### config.mk
export PLATFORM = sky130hd
export DESIGN_NAME = stuck_masked_hit_pad_decoder_flat
export DESIGN_NICKNAME = d
export VERILOG_FILES = /design/src/rtl/core/smhpd_pkg.sv /design/src/rtl/core/smhpd_in_if.sv /design/src/rtl/core/smhpd_out_if.sv /design/src/rtl/core/smhpd_front.sv /design/src/rtl/core/smhpd_queue.sv /design/src/rtl/core/smhpd_back.sv /design/src/rtl/core/stuck_masked_hit_pad_decoder.sv /design/src/flat_wrapper.sv
export VERILOG_INCLUDE_DIRS = /design/src /design/src/rtl/core
export SDC_FILE = /design/constraint.sdc
export NUM_CORES = 2
export LEC_CHECK = 0
export BUFFER_PORTS_ARGS = -buffer_cell sky130_fd_sc_hd__buf_2
export CELL_PAD_IN_SITES_DETAIL_PLACEMENT = 0
export CELL_PAD_IN_SITES_GLOBAL_PLACEMENT = 1
export CORE_ASPECT_RATIO = 0.7
export CORE_MARGIN = 2
export CORE_UTILIZATION = 55
export CTS_CLUSTER_DIAMETER = 200
export DETAILED_ROUTE_END_ITERATION = 10
export GPL_TIMING_DRIVEN = 0
export PLACE_DENSITY = 0.9
export SKIP_LAST_GASP = 1
export SLEW_MARGIN = 15
export SYNTH_ARGS = -nofsm -noshare
export SYNTH_HDL_FRONTEND = slang
export SYNTH_HIERARCHICAL = 1
export SYNTH_SLANG_ARGS = --single-unit
### constraint.sdc
create_clock -name clk -period 9.5 [get_ports clk]
set_clock_uncertainty 0.05 [all_clocks]
set_input_delay 2.85 -clock clk [delete_from_list [all_inputs] [get_ports clk]]
set_output_delay 2.85 -clock clk [all_outputs]
set_load 0.005 [all_outputs]
### src/rtl/core/stuck_masked_hit_pad_decoder_macros.svh
// Assertion macros for the stuck-masked hit pad decoder.
// Expects clk and rst_n in the scope where the macros are used.
`ifndef STUCK_MASKED_HIT_PAD_DECODER_MACROS_SVH
`define STUCK_MASKED_HIT_PAD_DECODER_MACROS_SVH

// Same-cycle implication, disabled during reset
`define SMHPD_ASSERT_IMP(lbl, ante, cons, msg) \
  lbl: assert property (@(posedge clk) disable iff (!rst_n) (ante) |-> (cons)) \
    else $error(msg);

// Next-cycle implication, disabled during reset
`define SMHPD_ASSERT_NXT(lbl, ante, cons, msg) \
  lbl: assert property (@(posedge clk) disable iff (!rst_n) (ante) |=> (cons)) \
    else $error(msg);

`endif

### src/rtl/core/smhpd_pkg.sv
// Package for the stuck-masked hit pad decoder: sizes, codes and shared types.
// No dependencies; imported by the interfaces and every module of the block.
package smhpd_pkg;

  localparam int CHANNELS  = 64;
  localparam int PORTS     = 4;
  localparam int CH_W      = $clog2(CHANNELS);
  localparam int TBL_DEPTH = PORTS * CHANNELS;
  localparam int TBL_AW    = $clog2(TBL_DEPTH);
  localparam int QDEPTH    = 4;
  localparam int QPTR_W    = $clog2(QDEPTH);
  localparam int QCNT_W    = $clog2(QDEPTH + 1);

  // Frame words keep only the implemented channels
  localparam logic [63:0] CHAN_MASK =
    (CHANNELS >= 64) ? {64{1'b1}} : ((64'd1 << CHANNELS) - 64'd1);

  localparam logic [6:0] FIFO_DEPTH_RST = 7'd15;
  localparam logic [7:0] PAD_NONE       = 8'd0;
  localparam logic [7:0] PAD_MULTI      = 8'd65;

  typedef enum logic {
    CMD_TABLE = 1'b0,
    CMD_FRAME = 1'b1
  } cmd_t;

  typedef enum logic [1:0] {
    HIT_NONE  = 2'd0,
    HIT_ONE   = 2'd1,
    HIT_MULTI = 2'd2
  } hit_class_t;

  // Work item from front to back: a table write or a finished frame
  typedef struct packed {
    cmd_t            kind;
    logic [1:0]      port;
    logic [CH_W-1:0] ch;
    logic [7:0]      pad;
    hit_class_t      cls;
  } q_entry_t;

  typedef struct packed {
    logic full;
    logic empty;
  } q_stat_t;

endpackage

### src/rtl/core/smhpd_in_if.sv
// Input request channel of the pad decoder: valid/ready plus one input item.
// Depends on smhpd_pkg.
interface smhpd_in_if import smhpd_pkg::*; ();
  logic        valid;
  logic        ready;
  logic        command;
  logic [1:0]  port;
  logic [5:0]  channel;
  logic [7:0]  pad_value;
  logic [63:0] fifo_word;

  modport source (output valid, command, port, channel, pad_value, fifo_word,
                  input ready);
  modport sink   (input valid, command, port, channel, pad_value, fifo_word,
                  output ready);
endinterface

### src/rtl/core/smhpd_out_if.sv
// Result request channel of the pad decoder: valid/ready plus one result.
// Depends on smhpd_pkg.
interface smhpd_out_if import smhpd_pkg::*; ();
  logic       valid;
  logic       ready;
  logic [1:0] out_port;
  logic [7:0] pad_code;
  logic [1:0] hit_class;

  modport source (output valid, out_port, pad_code, hit_class, input ready);
  modport sink   (input valid, out_port, pad_code, hit_class, output ready);
endinterface

### src/rtl/core/smhpd_front.sv
// Front end: accepts requests, tracks the frame and classifies its first hit.
// Depends on smhpd_pkg and smhpd_in_if; pushes work items into smhpd_queue.
module smhpd_front import smhpd_pkg::*; (
  input  logic          clk,
  input  logic          rst_n,
  smhpd_in_if.sink      in_req,
  input  logic          cfg_we,
  input  logic [6:0]    cfg_wdata,
  input  q_stat_t       q_stat,
  output logic          q_push,
  output q_entry_t      q_din
);

  logic [6:0]  depth_r;
  logic [6:0]  idx_r, idx_nxt;
  logic [63:0] mask_r, mask_nxt;
  logic [63:0] first_r, first_nxt;
  logic        seen_r, seen_nxt;

  logic           acc;
  logic           is_frame;
  logic           end_frame;
  logic [63:0]    word_in;
  logic [63:0]    live;
  logic           capture;
  logic [63:0]    first_eff;
  logic [63:0]    lowbit;
  logic [CH_W-1:0] enc;
  hit_class_t     cls;
  logic           chan_ok;

  assign in_req.ready = ~q_stat.full;
  assign acc       = in_req.valid & in_req.ready;
  assign is_frame  = (cmd_t'(in_req.command) == CMD_FRAME);
  assign end_frame = (idx_r >= depth_r);
  assign chan_ok   = ({1'b0, in_req.channel} < 7'(CHANNELS));

  // Masking and first-hit capture
  assign word_in = in_req.fifo_word & CHAN_MASK;
  assign live    = word_in & ~mask_r;
  assign capture = (idx_r != 7'd0) && !seen_r && (live != 64'd0);

  always_comb begin
    if (idx_r == 7'd0) begin
      first_eff = 64'd0;
    end else if (capture) begin
      first_eff = live;
    end else begin
      first_eff = first_r;
    end
  end

  // Classification: isolate lowest set bit, compare for multiple hits
  assign lowbit = first_eff & (~first_eff + 64'd1);

  always_comb begin
    enc = '0;
    for (int b = 0; b < 64; b++) begin
      if (lowbit[b]) begin
        enc = enc | CH_W'(b);
      end
    end
  end

  always_comb begin
    if (first_eff == 64'd0) begin
      cls = HIT_NONE;
    end else if (first_eff != lowbit) begin
      cls = HIT_MULTI;
    end else begin
      cls = HIT_ONE;
    end
  end

  // Frame state update
  always_comb begin
    idx_nxt   = idx_r;
    mask_nxt  = mask_r;
    first_nxt = first_r;
    seen_nxt  = seen_r;
    if (acc && is_frame) begin
      if (end_frame) begin
        idx_nxt   = 7'd0;
        mask_nxt  = 64'd0;
        first_nxt = 64'd0;
        seen_nxt  = 1'b0;
      end else begin
        idx_nxt = idx_r + 7'd1;
        if (idx_r == 7'd0) begin
          mask_nxt  = word_in;
          first_nxt = 64'd0;
          seen_nxt  = 1'b0;
        end else if (capture) begin
          first_nxt = live;
          seen_nxt  = 1'b1;
        end
      end
    end
  end

  always_ff @(posedge clk) begin
    if (!rst_n) begin
      depth_r <= FIFO_DEPTH_RST;
      idx_r   <= 7'd0;
      mask_r  <= 64'd0;
      first_r <= 64'd0;
      seen_r  <= 1'b0;
    end else begin
      if (cfg_we) begin
        depth_r <= cfg_wdata;
      end
      idx_r   <= idx_nxt;
      mask_r  <= mask_nxt;
      first_r <= first_nxt;
      seen_r  <= seen_nxt;
    end
  end

  // Work item toward the back end
  always_comb begin
    q_push    = acc && (is_frame ? end_frame : chan_ok);
    q_din     = '0;
    q_din.port = in_req.port;
    if (is_frame) begin
      q_din.kind = CMD_FRAME;
      q_din.ch   = enc;
      q_din.cls  = cls;
    end else begin
      q_din.kind = CMD_TABLE;
      q_din.ch   = CH_W'(in_req.channel);
      q_din.pad  = in_req.pad_value;
      q_din.cls  = HIT_NONE;
    end
  end

endmodule

### src/rtl/core/smhpd_queue.sv
// Short FIFO of work items between the front and back ends.
// Depends on smhpd_pkg.
module smhpd_queue import smhpd_pkg::*; (
  input  logic     clk,
  input  logic     rst_n,
  input  logic     push,
  input  q_entry_t din,
  input  logic     pop,
  output q_entry_t dout,
  output q_stat_t  stat
);

  q_entry_t            mem_r [QDEPTH];
  logic [QPTR_W-1:0]   wptr_r, rptr_r;
  logic [QCNT_W-1:0]   cnt_r, cnt_nxt;
  logic                do_push, do_pop;

  assign stat.full  = (cnt_r == QCNT_W'(QDEPTH));
  assign stat.empty = (cnt_r == '0);
  assign do_push    = push && !stat.full;
  assign do_pop     = pop && !stat.empty;
  assign dout       = mem_r[rptr_r];

  always_comb begin
    cnt_nxt = cnt_r;
    if (do_push && !do_pop) begin
      cnt_nxt = cnt_r + QCNT_W'(1);
    end else if (do_pop && !do_push) begin
      cnt_nxt = cnt_r - QCNT_W'(1);
    end
  end

  // Pointers and count
  always_ff @(posedge clk) begin
    if (!rst_n) begin
      wptr_r <= '0;
      rptr_r <= '0;
      cnt_r  <= '0;
    end else begin
      if (do_push) begin
        wptr_r <= (wptr_r == QPTR_W'(QDEPTH - 1)) ? '0 : wptr_r + QPTR_W'(1);
      end
      if (do_pop) begin
        rptr_r <= (rptr_r == QPTR_W'(QDEPTH - 1)) ? '0 : rptr_r + QPTR_W'(1);
      end
      cnt_r <= cnt_nxt;
    end
  end

  // Entry storage
  always_ff @(posedge clk) begin
    if (do_push) begin
      mem_r[wptr_r] <= din;
    end
  end

endmodule

### src/rtl/core/smhpd_back.sv
// Back end: holds the pad table, performs writes and lookups, drives results.
// Depends on smhpd_pkg and smhpd_out_if; pops work items from smhpd_queue.
module smhpd_back import smhpd_pkg::*; (
  input  logic        clk,
  input  logic        rst_n,
  input  q_entry_t    q_dout,
  input  q_stat_t     q_stat,
  output logic        q_pop,
  smhpd_out_if.source out_req
);

  logic [7:0]  tbl_mem [TBL_DEPTH];
  logic [7:0]  rdata_r;
  logic [TBL_AW-1:0] tbl_idx;

  logic        s1_v_r, s1_v_nxt;
  logic [1:0]  s1_port_r;
  hit_class_t  s1_cls_r;

  logic        out_v_r, out_v_nxt;
  logic [1:0]  out_port_r;
  logic [7:0]  out_code_r, code_sel;
  hit_class_t  out_cls_r;

  logic        out_free, s1_free, s1_move;

  // Pipeline flow control
  assign out_free = !out_v_r || out_req.ready;
  assign s1_move  = s1_v_r && out_free;
  assign s1_free  = !s1_v_r || out_free;
  assign q_pop    = !q_stat.empty && s1_free;

  assign tbl_idx = TBL_AW'(TBL_AW'(q_dout.port % PORTS) * TBL_AW'(CHANNELS)
                   + TBL_AW'(q_dout.ch));

  // Pad table: write on table items, registered read on frame items
  always_ff @(posedge clk) begin
    if (q_pop && q_dout.kind == CMD_TABLE) begin
      tbl_mem[tbl_idx] <= q_dout.pad;
    end
    if (q_pop && q_dout.kind == CMD_FRAME) begin
      rdata_r <= tbl_mem[tbl_idx];
    end
  end

  always_comb begin
    s1_v_nxt = s1_v_r;
    if (s1_free) begin
      s1_v_nxt = q_pop && (q_dout.kind == CMD_FRAME);
    end
    out_v_nxt = out_v_r;
    if (out_free) begin
      out_v_nxt = s1_v_r;
    end
  end

  // Result code from class and table data
  always_comb begin
    case (s1_cls_r)
      HIT_NONE:  code_sel = PAD_NONE;
      HIT_ONE:   code_sel = rdata_r;
      HIT_MULTI: code_sel = PAD_MULTI;
      default:   code_sel = PAD_NONE;
    endcase
  end

  // Valid bits
  always_ff @(posedge clk) begin
    if (!rst_n) begin
      s1_v_r  <= 1'b0;
      out_v_r <= 1'b0;
    end else begin
      s1_v_r  <= s1_v_nxt;
      out_v_r <= out_v_nxt;
    end
  end

  // Payload registers
  always_ff @(posedge clk) begin
    if (q_pop && s1_free) begin
      s1_port_r <= q_dout.port;
      s1_cls_r  <= q_dout.cls;
    end
    if (s1_move) begin
      out_port_r <= s1_port_r;
      out_code_r <= code_sel;
      out_cls_r  <= s1_cls_r;
    end
  end

  assign out_req.valid     = out_v_r;
  assign out_req.out_port  = out_port_r;
  assign out_req.pad_code  = out_code_r;
  assign out_req.hit_class = out_cls_r;

endmodule

### src/rtl/core/stuck_masked_hit_pad_decoder.sv
// Stuck-masked hit pad decoder.
// Channels: in_req carries table-load requests (command 0: port, channel,
// pad_value) and frame words (command 1: fifo_word); out_req returns one
// result (out_port, pad_code, hit_class) per finished frame. cfg_we/cfg_wdata
// set the number of hit words after the stuck mask word (fifo_depth).
// Throughput: one request per cycle for both request kinds while the queue has room.
// Path: a result passes the front classifier, a 4-entry work queue, the
// registered pad-table read, and the output register.
// Reset: fifo_depth returns to 15, the frame restarts at the stuck mask word,
// and the queue and pipeline empty. The pad table is not cleared: a lookup
// of an entry that was never loaded returns an arbitrary pad.
// Receiver stall: results wait in the output register and lookup stage; the
// queue absorbs four more work items before in_req.ready drops. Frame words
// that do not end a frame are still taken only while the queue has room.
// Depends on smhpd_pkg, the channel interfaces and the front/queue/back units.
`include "stuck_masked_hit_pad_decoder_macros.svh"

module stuck_masked_hit_pad_decoder import smhpd_pkg::*; (
  input  logic        clk,
  input  logic        rst_n,
  smhpd_in_if.sink    in_req,
  smhpd_out_if.source out_req,
  input  logic        cfg_we,
  input  logic [6:0]  cfg_wdata
);

  logic     q_push, q_pop;
  q_entry_t q_din, q_dout;
  q_stat_t  q_stat;

  // Front: accept and classify
  smhpd_front u_front (
    .clk       (clk),
    .rst_n     (rst_n),
    .in_req    (in_req),
    .cfg_we    (cfg_we),
    .cfg_wdata (cfg_wdata),
    .q_stat    (q_stat),
    .q_push    (q_push),
    .q_din     (q_din)
  );

  // Work queue
  smhpd_queue u_queue (
    .clk   (clk),
    .rst_n (rst_n),
    .push  (q_push),
    .din   (q_din),
    .pop   (q_pop),
    .dout  (q_dout),
    .stat  (q_stat)
  );

  // Back: table and results
  smhpd_back u_back (
    .clk     (clk),
    .rst_n   (rst_n),
    .q_dout  (q_dout),
    .q_stat  (q_stat),
    .q_pop   (q_pop),
    .out_req (out_req)
  );

  // Checks
  `SMHPD_ASSERT_IMP(a_push_not_full, q_push, !q_stat.full, "push into full queue")
  `SMHPD_ASSERT_IMP(a_pop_not_empty, q_pop, !q_stat.empty, "pop from empty queue")
  `SMHPD_ASSERT_NXT(a_push_lands, q_push, !q_stat.empty, "pushed item lost")

endmodule

### src/flat_wrapper.sv
// flat-port wrapper written by rule: the top's interface ports become plain ports
module stuck_masked_hit_pad_decoder_flat import smhpd_pkg::*;
  (clk, rst_n, cfg_we, cfg_wdata, in_req_valid, in_req_command, in_req_port, in_req_channel, in_req_pad_value, in_req_fifo_word, in_req_ready, out_req_valid, out_req_out_port, out_req_pad_code, out_req_hit_class, out_req_ready);
  smhpd_in_if in_req_i ();
  smhpd_out_if out_req_i ();
  input  logic clk;
  input  logic rst_n;
  input  logic cfg_we;
  input  logic [6:0] cfg_wdata;
  input wire logic [$bits(in_req_i.valid)-1:0] in_req_valid;
  input wire logic [$bits(in_req_i.command)-1:0] in_req_command;
  input wire logic [$bits(in_req_i.port)-1:0] in_req_port;
  input wire logic [$bits(in_req_i.channel)-1:0] in_req_channel;
  input wire logic [$bits(in_req_i.pad_value)-1:0] in_req_pad_value;
  input wire logic [$bits(in_req_i.fifo_word)-1:0] in_req_fifo_word;
  output wire logic [$bits(in_req_i.ready)-1:0] in_req_ready;
  output wire logic [$bits(out_req_i.valid)-1:0] out_req_valid;
  output wire logic [$bits(out_req_i.out_port)-1:0] out_req_out_port;
  output wire logic [$bits(out_req_i.pad_code)-1:0] out_req_pad_code;
  output wire logic [$bits(out_req_i.hit_class)-1:0] out_req_hit_class;
  input wire logic [$bits(out_req_i.ready)-1:0] out_req_ready;
  assign in_req_i.valid = in_req_valid;
  assign in_req_i.command = in_req_command;
  assign in_req_i.port = in_req_port;
  assign in_req_i.channel = in_req_channel;
  assign in_req_i.pad_value = in_req_pad_value;
  assign in_req_i.fifo_word = in_req_fifo_word;
  assign in_req_ready = in_req_i.ready;
  assign out_req_valid = out_req_i.valid;
  assign out_req_out_port = out_req_i.out_port;
  assign out_req_pad_code = out_req_i.pad_code;
  assign out_req_hit_class = out_req_i.hit_class;
  assign out_req_i.ready = out_req_ready;
  stuck_masked_hit_pad_decoder u_core (.clk(clk), .rst_n(rst_n), .in_req(in_req_i), .out_req(out_req_i), .cfg_we(cfg_we), .cfg_wdata(cfg_wdata));
endmodule
==> summary.md <==
| Metric | Value |
|---|---|
| Clock sink count | `2302` |
| Clk_lat worst skew | `0.87 ns` |
| Average wire per standard cell | `37.6 microns` |
| Final Cell Area | `0.103 sq mm` |
| Setup ws final | `-0.588 ns` |
| Worst R2R End | `u_core/u_queue/mem_r[0][1]` |
| Hold Path Class | `reg -> reg` |
| Dpl ws | `-0.141 ns` |
| Synth cell types | `93` |
| Core region area | `0.166 sq mm` |
| FILL cells | `11.2k` |
| Layout area overhead | `11.8%` |
| Peak supply drop | `0.218 mV` |
| Fin. max-slew vios | `0` |
| Asr flop ratio synth | `0` |
| R2R setup slack | `0.84 ns` |
| Final Util | `0.621` |
| Postcts setup bufs | `0` |
| EDFF count, synth | `2148` |
| Routability cong. | `1.04` |
| Crit end category | `register` |
| Final hold slack | `0.366 ns` |
| Drt drc | `0` |
| Hold Crit Start | `u_core/u_back/s1_port_r[0]` |
| Antenna viol nets, final | `0` |
| Syn Nets | `5166` |
| Initial DRC Count | `10.7k` |
| Layout Cells excl Fill | `7815` |
| Horiz. Die Dim | `494 microns` |
| CTS Buf Count | `200` |
| Syn Area/Cell | `18.3 sq um` |
| Pleak | `32.1 nW` |
| Largest net degree at the start of global routing | `83` |
| Placed cell area | `0.0967 sq mm` |
| Commonest cells after routing, fill and taps aside | `2148 x edfxtp_1, 520 x mux4_2, 380 x nor2_1, 324 x a22oi_1, 221 x clkbuf_1` |
| Period minus WS final | `10.09 ns` |
| Power after layout | `28.3 mW` |
| # resized after CTS | `0` |
| Die Ht | `347 microns` |
| Fraction of layout cells with a size suffix above 1 | `0.199` |
| Nature of the critical path startpoint | `input pin` |
| Crit Path Class | `in -> reg` |
| Port Buffers | `102` |
| Met2 wire len | `120000 microns` |
| Status | `finished with violations` |
| Primary FF master, synth | `edfxtp_1` |
| Vias in the first global route | `53.3k` |
| # H-tree levels | `4` |
| R2R depth | `14` |
| Setup TNS | `-4.49 ns` |
| Via count | `56.3k` |
| Reg-to-Reg Start | `u_core/u_front/idx_r[2]` |
| Die footprint | `0.171 sq mm` |
| IO Count | `107` |
| Cell Area, Synth | `0.0925 sq mm` |
| Post-DP HPWL | `197000 microns` |
| Worst Path Required | `10.04 ns` |
| Met1 Routed Length | `106000 microns` |
| GRT Util Overall | `0.341` |
| WHS Path Cells | `0` |
| Clk slew on worst S/H paths | `0.08 ns` |
| Initial DRT Pass Iterations | `7` |
| Commonest non-fill, non-tap cell in the layout | `edfxtp_1` |
| RSZ-0062 raised after global routing | `false` |
| Worst path arrival time | `10.62 ns` |
| Tcrit/Tclk final | `1.06` |
| Post-Place Cells | `7414` |
| Failing checks | `setup timing` |
| #FFs+latches synth | `2302` |
| Initial antenna violation count | `18` |
| CTS tree | `yes` |
| Register area share after synthesis | `0.731` |
| Crit path max fanout | `10` |
| CTS hold repair buffers | `0` |
| Synth Instances | `5055` |
| Cell Pwr Density | `274 mW/mm^2` |
| Routed length on met3 | `55300 microns` |
| Top layer in use | `met5` |
| Clk buf depth | `3` |
| Final hold vios | `0` |
| # rows | `125` |
| Global-route wire length before repair | `407000 microns` |
| NumNets Final | `5505` |
| Worst slew pin tran | `1.38 ns` |
| Setup violators final | `8` |
| Max_cap viols | `0` |
| Root Buffer | `clkbuf_16` |
| Hold path endpoint | `u_core/u_back/out_req.out_port[0]` |
| Synth warn | `6` |
| Rel. slew slack | `0.0791` |
| DR vias/cell | `7.20` |
| Total Wirelength | `294000 microns` |
| Fmax achieved | `99.1 MHz` |
| Initial Util | `0.556` |
| Grt ovf | `0` |
## sequential cells by signal, indices dropped and copies added (netlist names), named ones only
signal and flops:
u_core/u_back/out_req.out_port 2, u_core/u_queue/rptr_r 2, u_core/u_queue/wptr_r 2, u_core/u_back/s1_v_r 1
u_core/u_front/mask_r 64, u_core/u_queue/mem_r 76, u_core/u_front/seen_r 1, u_core/u_back/s1_cls_r 2
u_core/u_front/depth_r 7, u_core/u_front/idx_r 7, u_core/u_back/tbl_mem 2048, u_core/u_back/out_req.valid 1
u_core/u_back/s1_port_r 2, u_core/u_back/out_req.hit_class 2, u_core/u_front/first_r 64, u_core/u_back/out_req.pad_code 8
u_core/u_back/rdata_r 8, u_core/u_queue/cnt_r 3
## power by group
group | total (mW) | internal (mW) | switching (mW)
Sequential | 12.1 | 12.0 | 0.0878
Combinational | 7.90 | 2.49 | 5.40
Clock | 8.31 | 4.48 | 3.82
Total | 28.3 | 19.0 | 9.31
## synthesized netlist by cell type, types with 19 or more instances
master	instances	area, sq um
edfxtp_1	2148	64500
mux4_2	522	11800
nor2_1	381	1430
a22oi_1	324	2430
nand2_1	196	736
clkbuf_1	191	717
a21oi_1	184	921
dfxtp_1	154	3080
nor2b_1	150	938
nand3_1	84	420
buf_2	61	305
nor3_1	51	255
a21boi_0	47	353
mux2i_1	45	450
buf_1	36	135
o21ai_0	36	180
o41ai_1	36	315
nor4_1	33	206
inv_1	25	93.8
nand4_1	24	150
a22o_1	21	184
and2_1	19	119
## worst max path at each step
stage / to / start / cells after the start / slack, ns
after global placement: u_core/u_queue/mem_r[2][1] / in_req_fifo_word[48] / 17 / -0.53
after global routing: u_core/u_queue/mem_r[0][1] / in_req_fifo_word[32] / 17 / 0.008
after CTS: u_core/u_queue/mem_r[0][1] / in_req_fifo_word[48] / 18 / 0.73
final: u_core/u_queue/mem_r[0][1] / in_req_fifo_word[34] / 17 / -0.59
after detailed placement: u_core/u_queue/mem_r[3][1] / in_req_fifo_word[48] / 18 / -0.14
after floorplan: u_core/u_queue/mem_r[0][1] / in_req_fifo_word[56] / 15 / 2.57
## worst max-delay path, stage by stage
cell	delay, ns
buf_2	0.11
nor2b_1	0.15
nor3_1	1.02
nand3_1	0.34
nor4_4	0.66
a31oi_4	0.39
buf_6	0.34
buf_6	0.18
buf_6	0.18
mux2i_1	0.30
o22ai_1	0.35
nor4_2	0.90
nor3_1	0.39
a2111oi_1	1.27
and4_1	0.40
nand4_1	0.39
and3_1	0.38
## logic make-up after synthesis
logic type | Yosys count | share of synthesized area
fa+ha+maj | 18 | 0.00252
xor+xnor | 7 | 0.000663
simple gates | 1038 | 0.0549
buf+inv | 347 | 0.0171
compound gates | 756 | 0.0578
mux | 587 | 0.136
flops | 2302 | 0.731
## layout make-up
class | instances | area, sq um | area share
flip-flops and latches | 2302 | 67600 | 0.654
multi-input cells | 2406 | 23300 | 0.226
clock buffers | 245 | 5190 | 0.0503
well taps | 2222 | 2780 | 0.0269
plain buffers | 322 | 1500 | 0.0146
clock inverters | 130 | 1400 | 0.0135
repair buffers | 137 | 1380 | 0.0134
inverters | 25 | 93.8 | 0.000908
diodes | 26 | 65.1 | 0.000630
## layer usage
metal | GRT usage | vias up
met2 | 0.452 | 5335
met4 | 0.122 | 18
met3 | 0.170 | 733
li1 | - | 21400
met1 | 0.485 | 28800
met5 | 0 | -
Power figures use the tool's default switching activity.
